## src/rtl/dfs_pkg.sv

```systemverilog
package dfs_pkg;

	localparam int MAX_DELIMITER_BYTES_DEF = 8;
	localparam int MAX_TEXT_BYTES = 65536;
	// last usable byte offset; positions are 16 bits wide
	localparam logic [15:0] LAST_OFFSET =
		(MAX_TEXT_BYTES - 1 > 65535) ? 16'hFFFF : 16'(MAX_TEXT_BYTES - 1);

	localparam int FIFO_DEPTH = 4;
	localparam int FIFO_AW = $clog2(FIFO_DEPTH);

	localparam int PADDR_W = 4;
	localparam logic REG_DELIM_BYTES = 1'b0;
	localparam logic REG_DELIM_LEN = 1'b1;

	typedef struct packed {
		logic [7:0] char_byte;
		logic       is_last;
	} in_word_t;

	typedef struct packed {
		logic [15:0] field_start;
		logic [15:0] field_length;
		logic        last_field;
		logic        overflow;
	} out_word_t;

	// results of one byte, in delivery order
	typedef struct packed {
		logic [1:0] count;
		out_word_t  first;
		out_word_t  second;
	} push_t;

endpackage

```

## src/rtl/dfs_core.sv

```systemverilog
module dfs_core #(
	parameter int MAX_DELIMITER_BYTES = dfs_pkg::MAX_DELIMITER_BYTES_DEF
) (
	input  logic             clk,
	input  logic             arst_n,
	input  logic             accept,
	input  dfs_pkg::in_word_t in_word,
	input  logic [63:0]      delim_bytes,
	input  logic [3:0]       delim_len,
	output dfs_pkg::push_t   push
);
	import dfs_pkg::*;

	localparam int WIN_W = 8 * MAX_DELIMITER_BYTES;

	logic [WIN_W-1:0] win_q, win_next;
	logic [15:0] pos_q, cfs_q;
	logic [3:0]  bsc_q, bsc_inc, dl_eff;
	logic        ovf_q, ovf_new;
	logic [16:0] cur_p1, end_off, len0, len1, start1;
	logic        match, cut;
	logic [MAX_DELIMITER_BYTES-1:0] lane_ok;
	logic [7:0]  want [MAX_DELIMITER_BYTES];

	function automatic logic [15:0] sat16(input logic [16:0] v);
		return v[16] ? 16'hFFFF : v[15:0];
	endfunction

	assign dl_eff = (delim_len > 4'(MAX_DELIMITER_BYTES)) ? 4'(MAX_DELIMITER_BYTES) : delim_len;
	assign win_next = WIN_W'({win_q, in_word.char_byte});
	assign bsc_inc = (bsc_q == 4'd15) ? bsc_q : bsc_q + 4'd1;
	assign cur_p1 = {1'b0, pos_q} + 17'd1;

	// lane k holds the byte k back; it must equal delimiter byte dl-1-k
	always_comb begin
		for (int k = 0; k < MAX_DELIMITER_BYTES; k++) begin
			want[k] = 8'h00;
			for (int j = 0; j < 8; j++) begin
				if (j == int'(dl_eff) - 1 - k)
					want[k] = delim_bytes[8*j +: 8];
			end
			lane_ok[k] = (k >= int'(dl_eff)) || (win_next[8*k +: 8] == want[k]);
		end
	end

	assign match = &lane_ok;
	assign cut = (dl_eff != 4'd0) && (bsc_inc >= dl_eff) && match;
	assign ovf_new = ovf_q | ((pos_q >= LAST_OFFSET) && !in_word.is_last);

	assign end_off = (cur_p1 >= {13'd0, dl_eff}) ? cur_p1 - {13'd0, dl_eff} : 17'd0;
	assign len0 = (end_off > {1'b0, cfs_q}) ? end_off - {1'b0, cfs_q} : 17'd0;
	assign start1 = cut ? cur_p1 : {1'b0, cfs_q};
	assign len1 = (!cut && cur_p1 > {1'b0, cfs_q}) ? cur_p1 - {1'b0, cfs_q} : 17'd0;

	always_comb begin
		out_word_t r0, r1;
		r0.field_start  = cfs_q;
		r0.field_length = sat16(len0);
		r0.last_field   = 1'b0;
		r0.overflow     = ovf_new;
		r1.field_start  = sat16(start1);
		r1.field_length = sat16(len1);
		r1.last_field   = 1'b1;
		r1.overflow     = ovf_new;
		push.count  = accept ? 2'({1'b0, cut} + {1'b0, in_word.is_last}) : 2'd0;
		push.first  = cut ? r0 : r1;
		push.second = r1;
	end

	always_ff @(posedge clk or negedge arst_n) begin
		if (!arst_n) begin
			win_q <= '0;
			pos_q <= '0;
			cfs_q <= '0;
			bsc_q <= '0;
			ovf_q <= 1'b0;
		end else if (accept) begin
			if (in_word.is_last) begin
				win_q <= '0;
				pos_q <= '0;
				cfs_q <= '0;
				bsc_q <= '0;
				ovf_q <= 1'b0;
			end else begin
				win_q <= win_next;
				pos_q <= (pos_q < LAST_OFFSET) ? pos_q + 16'd1 : pos_q;
				ovf_q <= ovf_new;
				if (cut) begin
					cfs_q <= sat16(cur_p1);
					bsc_q <= 4'd0;
				end else begin
					bsc_q <= bsc_inc;
				end
			end
		end
	end

endmodule

```

## src/rtl/dfs_out_fifo.sv

```systemverilog
module dfs_out_fifo (
	input  logic               clk,
	input  logic               arst_n,
	input  dfs_pkg::push_t     push,
	output logic               room,
	output logic               fld_valid,
	input  logic               fld_stall,
	output dfs_pkg::out_word_t fld_word
);
	import dfs_pkg::*;

	out_word_t mem_q [FIFO_DEPTH];
	logic [FIFO_AW-1:0] wr_ptr_q, rd_ptr_q;
	logic [FIFO_AW:0]   cnt_q;
	logic pop;

	assign fld_valid = (cnt_q != '0);
	assign fld_word  = mem_q[rd_ptr_q];
	assign pop       = fld_valid && !fld_stall;
	// two free slots needed: the last byte of a string can push two words
	assign room      = (cnt_q <= (FIFO_AW+1)'(FIFO_DEPTH - 2));

	always_ff @(posedge clk) begin
		if (push.count != 2'd0)
			mem_q[wr_ptr_q] <= push.first;
		if (push.count == 2'd2)
			mem_q[wr_ptr_q + FIFO_AW'(1)] <= push.second;
	end

	always_ff @(posedge clk or negedge arst_n) begin
		if (!arst_n) begin
			wr_ptr_q <= '0;
			rd_ptr_q <= '0;
			cnt_q    <= '0;
		end else begin
			wr_ptr_q <= wr_ptr_q + FIFO_AW'(push.count);
			if (pop)
				rd_ptr_q <= rd_ptr_q + FIFO_AW'(1);
			cnt_q <= cnt_q + (FIFO_AW+1)'(push.count) - (FIFO_AW+1)'(pop);
		end
	end

endmodule

```

## src/rtl/delimiter_field_splitter_top.sv

```systemverilog
// Delimiter field splitter.
// Input channel (char_valid/char_stall/char_word): one text byte per word,
// is_last marks the final byte of a string. Output channel
// (fld_valid/fld_stall/fld_word): one field per word, start offset and
// length, delimiter excluded, with last_field and overflow flags.
// Delimiter bytes (addr 0, 64 bits) and length (addr 8) are written over
// the APB port; the user must do that only while the block is idle, since
// the block does not enforce it. Length 0 turns splitting off. Throughput:
// one byte per cycle while char_stall is low. The window compare and field
// arithmetic sit between the state registers and a 4-entry result queue,
// so a field is queued when the byte that closes it is accepted. The final
// byte of a string that also ends a delimiter pushes two words (the field
// before it, then an empty last field). char_stall rises when the queue has
// fewer than two free entries, so a stalled receiver backs up into the
// input after a few words. Reset clears the window, position, field state
// and queue; the delimiter resets to length 1 with byte value zero.
module delimiter_field_splitter_top #(
	parameter int MAX_DELIMITER_BYTES = dfs_pkg::MAX_DELIMITER_BYTES_DEF
) (
	input  logic                        clk,
	input  logic                        arst_n,
	// byte input
	input  logic                        char_valid,
	output logic                        char_stall,
	input  dfs_pkg::in_word_t           char_word,
	// field output
	output logic                        fld_valid,
	input  logic                        fld_stall,
	output dfs_pkg::out_word_t          fld_word,
	// APB config
	input  logic                        psel,
	input  logic                        penable,
	input  logic                        pwrite,
	input  logic [dfs_pkg::PADDR_W-1:0] paddr,
	input  logic [63:0]                 pwdata,
	output logic [63:0]                 prdata,
	output logic                        pready
);
	import dfs_pkg::*;

	logic [63:0] delim_bytes_q;
	logic [3:0]  delim_len_q;
	logic        cfg_wr, reg_sel, room, accept;
	push_t       push;

	// registers sit on 8-byte boundaries; bit 3 selects the register
	assign reg_sel = paddr[3];
	assign pready  = 1'b1;
	assign cfg_wr  = psel && penable && pwrite;
	assign prdata  = (reg_sel == REG_DELIM_LEN) ? {60'd0, delim_len_q} : delim_bytes_q;

	always_ff @(posedge clk or negedge arst_n) begin
		if (!arst_n) begin
			delim_bytes_q <= '0;
			delim_len_q   <= 4'd1;
		end else if (cfg_wr) begin
			unique case (reg_sel)
				REG_DELIM_BYTES: delim_bytes_q <= pwdata;
				REG_DELIM_LEN:   delim_len_q   <= pwdata[3:0];
				default:         ;
			endcase
		end
	end

	// stall depends only on queue fill, never on char_valid
	assign char_stall = !room;
	assign accept     = char_valid && room;

	dfs_core #(
		.MAX_DELIMITER_BYTES(MAX_DELIMITER_BYTES)
	) u_core (
		.clk        (clk),
		.arst_n     (arst_n),
		.accept     (accept),
		.in_word    (char_word),
		.delim_bytes(delim_bytes_q),
		.delim_len  (delim_len_q),
		.push       (push)
	);

	dfs_out_fifo u_fifo (
		.clk      (clk),
		.arst_n   (arst_n),
		.push     (push),
		.room     (room),
		.fld_valid(fld_valid),
		.fld_stall(fld_stall),
		.fld_word (fld_word)
	);

endmodule

```

## config.mk

```make
export PLATFORM = sky130hd
export DESIGN_NAME = delimiter_field_splitter_top
export DESIGN_NICKNAME = d
export VERILOG_FILES = /design/src/rtl/dfs_pkg.sv /design/src/rtl/dfs_core.sv /design/src/rtl/dfs_out_fifo.sv /design/src/rtl/delimiter_field_splitter_top.sv
export SDC_FILE = /design/constraint.sdc
export NUM_CORES = 1
export LEC_CHECK = 0
export BUFFER_PORTS_ARGS = -buffer_cell sky130_fd_sc_hd__buf_2
export CAP_MARGIN = 20
export CORE_MARGIN = 3
export CORE_UTILIZATION = 25
export CTS_CLUSTER_DIAMETER = 100
export DETAILED_ROUTE_END_ITERATION = 12
export PLACE_DENSITY_LB_ADDON = 0.08
export SLEW_MARGIN = 20
export SYNTH_ARGS = -nofsm -noshare
export SYNTH_HDL_FRONTEND = slang
export SYNTH_HIERARCHICAL = 1
export SYNTH_SLANG_ARGS = --single-unit
```

## constraint.sdc

```tcl
create_clock -name clk -period 11.53 [get_ports clk]
set_clock_uncertainty 0.2 [all_clocks]
set_input_delay 0.5765 -clock clk [delete_from_list [all_inputs] [get_ports clk]]
set_output_delay 0.5765 -clock clk [all_outputs]
set_load 0.03 [all_outputs]
```

==> results of run 1 <==
[Yosys cell counts, types with 59 or more instances]
cell type    n  area share
nand2_1    127       0.020
o21ai_0    113       0.024
mux2_2     111       0.053
inv_1       84       0.013
edfxtp_1   136        0.17
xnor2_1     76       0.028
nand3_1     59       0.012
a21oi_1    133       0.028
mux2_4     105       0.066
nor2_1     125       0.020
nor2b_1    145       0.038
clkbuf_1   102       0.016
dfrtp_1    167        0.18
[layout make-up]
cell class	instances	share of cell area
well taps	1254	0.0573
inverters	88	0.0121
clock inverters	21	0.00727
clock buffers	55	0.0413
repair buffers	275	0.0629
multi-input cells	1800	0.516
flip-flops and latches	304	0.303
[per-layer routing]
layer / global-route usage / wire [um] / vias up / share of wire
met5: 0 / 0 / - / 0
met4: 0.105 / 5720 / 0 / 0.057
met3: 0.0302 / 5840 / 221 / 0.058
met2: 0.327 / 46300 / 799 / 0.46
met1: 0.254 / 42900 / 10251 / 0.43
li1: - / - / 9259 / -
[worst max path at each step]
stage / start / end / depth (start not counted)
6_report: delim_len_q[0]$_DFFE_PN1P_ / u_core/cfs_q[10]$_DFFE_PN0P_ / 21
5_1_grt: delim_len_q[0]$_DFFE_PN1P_ / u_core/cfs_q[10]$_DFFE_PN0P_ / 21
4_1_cts: delim_len_q[3]$_DFFE_PN0P_ / u_core/cfs_q[10]$_DFFE_PN0P_ / 22
3_5_place_dp: delim_len_q[3]$_DFFE_PN0P_ / u_core/cfs_q[10]$_DFFE_PN0P_ / 22
3_3_place_gp: delim_len_q[0]$_DFFE_PN1P_ / u_core/cfs_q[6]$_DFFE_PN0P_ / 21
2_1_floorplan: delim_len_q[3]$_DFFE_PN0P_ / u_fifo/mem_q[0][0]$_DFFE_PP_ / 24
[kinds of logic after synthesis]
| group | after synthesis | share of synthesized area |
|---|---|---|
| buffers and inverters | 281 | 0.0588 |
| flip-flops | 304 | 0.349 |
| multiplexers | 289 | 0.168 |
| AND/OR/NAND/NOR | 665 | 0.151 |
| other | 2 | 0.000316 |
| XOR/XNOR | 106 | 0.0394 |
| AO/OA/AOI/OAI | 679 | 0.201 |
| adder cells (fa/ha/maj) | 59 | 0.0323 |
[state kept, by name, summed over array words and instances (netlist names)]
name	count
u_core/ovf_q	1
u_core/pos_q	16
u_fifo/wr_ptr_q	2
u_core/win_q	56
u_fifo/cnt_q	3
delim_bytes_q	64
delim_len_q	4
u_core/bsc_q	4
u_fifo/mem_q	136
u_core/cfs_q	16
u_fifo/rd_ptr_q	2
[where the power goes]
part / internal, mW / total [mW] / switching (mW)
Clock: 0.723 / 1.26 / 0.537
Combinational: 2.35 / 5.75 / 3.40
Sequential: 1.54 / 1.97 / 0.431
Total: 4.61 / 8.97 / 4.37
==> key figures, run 1 <==
Status
  – Status: completed

Yosys
  – #FFs+latches synth: 304
  – Syn_nets: 2,528
  – Syn avg cell area: 9.97 um^2
  – YS warnings: 6
  – Synth Instances: 2,385
  – Top_reg_cell synth: dfrtp_1
  – Post-synth EDFFs: 136
  – Async S/R FF share, synth: 0.553
  – Seq/Total Area, Yosys: 0.349
  – Mapped Area: 0.0238 mm^2
  – Synth unique cells: 114

Hold path
  – Hold Path Class: in2reg
  – Hold EP: delim_bytes_q[8]$_DFFE_PN0P_
  – Hold path start: pwdata[8]
  – Hold depth: 2

Floorplanning
  – Initial Util: 0.254
  – I/O pin count: 185
  – Die width: 314 um
  – Std-Cell Rows: 112
  – Die span in y: 314 um
  – Core area: 0.0937 mm^2
  – Die area: 0.0988 mm^2

Pwr
  – P_leak: 10.8 nW
  – Pwr Total: 8.97 mW
  – Peak supply drop: 0.000180 V
  – PD cells: 328 mW/mm^2

Finish
  – Cell Count, Final, Fillers Out: 3,797
  – Ant. Diodes: 0
  – Area of the multi-input gates: 0.0141 mm^2
  – Sequential cell area: 0.00829 mm^2
  – Area delta synth->final: 15.2%
  – Most frequent cells in the layout: 179 x buf_2, 166 x dfrtp_1, 143 x nor2b_1
  – Fin nets: 2,654
  – Core Util, Final: 0.292
  – Layout cell share with drive strength beyond 1: 0.256
  – Finished Cell Area: 0.0274 mm^2
  – Commonest non-fill, non-tap cell in the layout: buf_2
  – Filler cells: 9,838

Placement
  – # port buffers: 180
  – Inst Count DP: 3,680
  – Dpl ws: 3.54 ns
  – Post-DP HPWL: 73,100 um
  – Placed cell area: 0.0256 mm^2
  – Final Wtd Congestion: 0.931

Route
  – Drt drc: 0
  – Drt wl/cell: 26.5 um
  – Via count: 20.5k
  – Routed WL: 101,000 um
  – Final ANT Viol Nets: 0
  – DRT Pass-1 Iters: 6
  – Via-to-Cell Ratio: 5.41
  – Initial DRC count: 1,850

Critical path
  – Nature of the critical path startpoint: flop
  – Worst reg2reg setup slack: 3.49 ns
  – Setup crit end kind: flop
  – Crit path largest cell delay: 0.88 ns
  – Critical R2R Launch: delim_len_q[0]$_DFFE_PN1P_
  – Worst EP required: 11.87 ns
  – Worst EP arrival: 8.38 ns
  – Critical-path top delay cell: dfstp_2
  – Crit-path leading delay family: simple AND/OR/NAND/NOR gates
  – Crit path cell chain: nand2_1 -> inv_1 -> ha_2 -> nor2b_1 -> a22oi_1 -> o41ai_1 -> nand2_1 -> nand4_1 -> mux2_1 -> a2111oi_0 -> buf_4 -> o2111ai_1 -> a2111oi_2 -> nor2b_4 -> buf_4 -> inv_2 -> ha_1 -> nand2b_1 -> nor2_1 -> buf_4 -> a22o_1
  – CP Buf/Inv Count: 5
  – R2R Path End: u_core/cfs_q[10]$_DFFE_PN0P_
  – Worst r2r path cells: 21
  – CP Max Fanout: 50
  – Cell mode on critical path: buf_4
  – CP Class: reg2reg

Timing
  – Setup slack after layout: 3.49 ns
  – Final hold vios: 0
  – Setup TNS Final: 0 ns
  – Slew Limit Fails: 0
  – Max frequency: 124 MHz
  – Final Critical Period: 8.04 ns
  – Worst hold slack: 0.0305 ns
  – Final Setup Violations: 0
  – Slew Limit Headroom: 0.0881
  – Worst Max-Slew Pin Slew: 1.33 ns
  – Final Cycle Share: 0.698
  – Unrepaired setup endpoints after global routing: no

CTS
  – CTS tree: done
  – CTS buffer count: 42
  – H-tree Lvls: 2
  – # hold bufs at CTS: 41
  – Clock buffer depth: 3
  – Post-CTS Setup Bufs: 0
  – # resized after CTS: 0
  – Root buf cell: clkbuf_16
  – Clock Sinks: 304
  – Clock-pin slew on the worst setup and hold paths: 0.05 ns
  – Worst-Skew Late Latency: 0.61 ns

Global route
  – Global-route wire length before repair: 147,000 um
  – Grt total ovfl: 0
  – Initial antenna violation count: 4
  – Number of global-route vias before repair: 21.0k
  – GRT Total Usage: 0.200
  – Largest net degree at the start of global routing: 104

Job
  – Max Cap Viol: 0
(Power assumes the default switching activity.)
==> inputs of run 2 (changes only) <==
==> constraint.sdc (replaced) <==
create_clock -name clk -period 7.7 [get_ports clk]
set_clock_uncertainty 0.2 [all_clocks]
set_input_delay 0.385 -clock clk [delete_from_list [all_inputs] [get_ports clk]]
set_output_delay 0.385 -clock clk [all_outputs]
set_load 0.03 [all_outputs]
==> key figures, run 2 (synthesized netlist as in run 1, its figures left out) <==
Status
  – Status: completed

Route
  – Final ANT Viol Nets: 0
  – Drt wl/cell: 26.8 um
  – Drt drc: 0
  – DRT Pass-1 Iters: 8
  – Routed WL: 104,000 um
  – Via-to-Cell Ratio: 5.35
  – Initial DRC count: 1,866
  – Via count: 20.8k

Floorplanning
  – Initial Util: 0.254
  – I/O pin count: 185
  – Std-Cell Rows: 112
  – Die width: 314 um
  – Core area: 0.0937 mm^2
  – Die span in y: 314 um
  – Die area: 0.0988 mm^2

Timing
  – Max frequency: 139 MHz
  – Final hold vios: 0
  – Slew Limit Fails: 0
  – Setup TNS Final: 0 ns
  – Slew Limit Headroom: 0.206
  – Unrepaired setup endpoints after global routing: no
  – Final Cycle Share: 0.937
  – Final Setup Violations: 0
  – Final Critical Period: 7.21 ns
  – Worst Max-Slew Pin Slew: 1.18 ns

Global route
  – Global-route wire length before repair: 152,000 um
  – Number of global-route vias before repair: 21.1k
  – Largest net degree at the start of global routing: 109
  – Initial antenna violation count: 0
  – GRT Total Usage: 0.207
  – Grt total ovfl: 0

CTS
  – Clock buffer depth: 3
  – Clock-pin slew on the worst setup and hold paths: 0.06 ns
  – CTS tree: done
  – Root buf cell: clkbuf_16
  – CTS buffer count: 41
  – Clock Sinks: 304
  – H-tree Lvls: 2
  – Worst-Skew Late Latency: 0.59 ns

Critical path
  – Crit path cell chain: inv_1 -> buf_4 -> nand2_1 -> ha_1 -> buf_4 -> buf_4 -> nor3b_4 -> nor2_1 -> o31ai_1 -> a211oi_1 -> o21ai_0 -> o211ai_1 -> o2bb2ai_1 -> xnor2_1 -> a2111oi_2 -> nor2b_4 -> ha_1 -> and2_1 -> nor2b_2 -> and3b_2 -> a21o_1 -> buf_4
  – Cell mode on critical path: buf_4
  – CP Buf/Inv Count: 5
  – Worst r2r path cells: 22
  – Critical path depth: 22
  – CP Class: reg2reg
  – Crit path largest cell delay: 0.78 ns
  – Critical-path top delay cell: nor2_1
  – Crit-path leading delay family: compound AO/OA/AOI/OAI gates
  – Worst EP arrival: 7.21 ns
  – Setup crit end kind: flop
  – Nature of the critical path startpoint: flop
  – CP Max Fanout: 34
  – Worst EP required: 7.69 ns

Finish
  – Area delta synth->final: 18.8%
  – Reg with most FFs: u_fifo/mem_q
  – Fin nets: 2,742
  – Max FFs per register: 136
  – Largest registers: u_fifo/mem_q: 136 flops, delim_bytes_q: 64 flops, u_core/win_q: 56 flops
  – Layout cell share with drive strength beyond 1: 0.267
  – Commonest non-fill, non-tap cell in the layout: buf_2
  – Finished Cell Area: 0.0282 mm^2
  – Most frequent cells in the layout: 180 x buf_2, 166 x dfrtp_1, 144 x nor2b_1

Pwr
  – Peak supply drop: 0.000253 V
  – PD cells: 488 mW/mm^2
  – P_leak: 11.3 nW

Job
  – Max Cap Viol: 0

Hold path
  – Hold depth: 3
  – Hold Path Class: in2reg

Placement
  – Placed cell area: 0.0261 mm^2
  – # port buffers: 180
  – Final Wtd Congestion: 0.971
  – Post-DP HPWL: 76,400 um
run 2: cell count changes in the layout (fill, tap and decap cells not counted), sizes merged:
| cell | before | now |
|---|---|---|
| clkinv | 16 | 13 |
| diode | 0 | 1 |
| buf | 234 | 289 |
| clkinvlp | 3 | 0 |
| bufinv | 1 | 5 |
| dlygate4sd3 | 41 | 74 |
run 2: metal layers:
layer	track usage	routed length, um	vias to the layer above	share of wire
met2	0.344	49000	793	0.47
met3	0.0248	5210	193	0.050
met1	0.270	44600	10371	0.43
li1	-	-	9418	-
met5	0	0	-	0
met4	0.0919	5150	0	0.049
run 2: worst paths after layout:
path / start / end / slack, ns
setup / recovery: delim_len_q[3]$_DFFE_PN0P_ / u_fifo/mem_q[2][6]$_DFFE_PP_ / 0.49
hold / removal: char_word[0] / u_core/pos_q[7]$_DFFE_PN0P_ / 0.15
setup reg to reg: delim_len_q[3]$_DFFE_PN0P_ / u_fifo/mem_q[2][6]$_DFFE_PP_ / 0.49
hold reg to reg: u_fifo/rd_ptr_q[0]$_DFFE_PN0P_ / u_fifo/rd_ptr_q[0]$_DFFE_PN0P_ / 0.28
max in group asynchronous: arst_n / delim_bytes_q[1]$_DFFE_PN0P_ / 5.63
min in group asynchronous: arst_n / u_core/win_q[6]$_DFFE_PN0P_ / 0.25
run 2: what timing repair did:
action	in CTS	in global routing
gates resized for setup	0	1
endpoints found under the hold margin	185	0
buffers inserted	0	0
hold buffers	74	0
setup endpoints to repair	0	59
run 2: through the flow:
stage / utilization / hold slack [ns] / instances / total power [mW] / worst slack (ns)
2_1_floorplan: - / -0.111 / 2385 / 8.93 / 0.410
3_3_place_gp: 0.279 / 0.262 / 3735 / 11.8 / 0.516
3_5_place_dp: 0.279 / 0.279 / 3736 / 11.8 / 0.485
4_1_cts: 0.301 / 0.103 / 3883 / 13.9 / 0.419
5_1_grt: 0.301 / 0.140 / 3883 / 14.8 / 0.132
6_report: 0.301 / 0.146 / 3884 / 13.8 / 0.486
run 2: layout make-up:
| type | instances | area, um^2 |
|---|---|---|
| Fill cell | 9839 | 65500 |
| Multi-Input combinational cell | 1800 | 14100 |
| Clock buffer | 54 | 1080 |
| Timing Repair Buffer | 364 | 2540 |
| Clock inverter | 19 | 282 |
| Sequential cell | 304 | 8290 |
| Tap cell | 1254 | 1570 |
| Antenna cell | 1 | 2.50 |
| Inverter | 88 | 330 |
run 2: where the power goes:
part,switching [mW],internal [mW],total [mW]
registers,0.611,2.30,2.91
clock network,0.792,1.17,1.96
logic,5.24,3.65,8.90
run 2: worst reg2reg max path, stage by stage (launching register included):
cell,delay (ns)
dfrtp_1,0.39
inv_1,0.10
buf_4,0.21
nand2_1,0.15
ha_1,0.32
buf_4,0.20
buf_4,0.17
nor3b_4,0.16
nor2_1,0.78
o31ai_1,0.26
a211oi_1,0.56
o21ai_0,0.21
o211ai_1,0.12
o2bb2ai_1,0.31
xnor2_1,0.20
a2111oi_2,0.61
nor2b_4,0.32
ha_1,0.24
and2_1,0.23
nor2b_2,0.21
and3b_2,0.24
a21o_1,0.09
buf_4,0.46
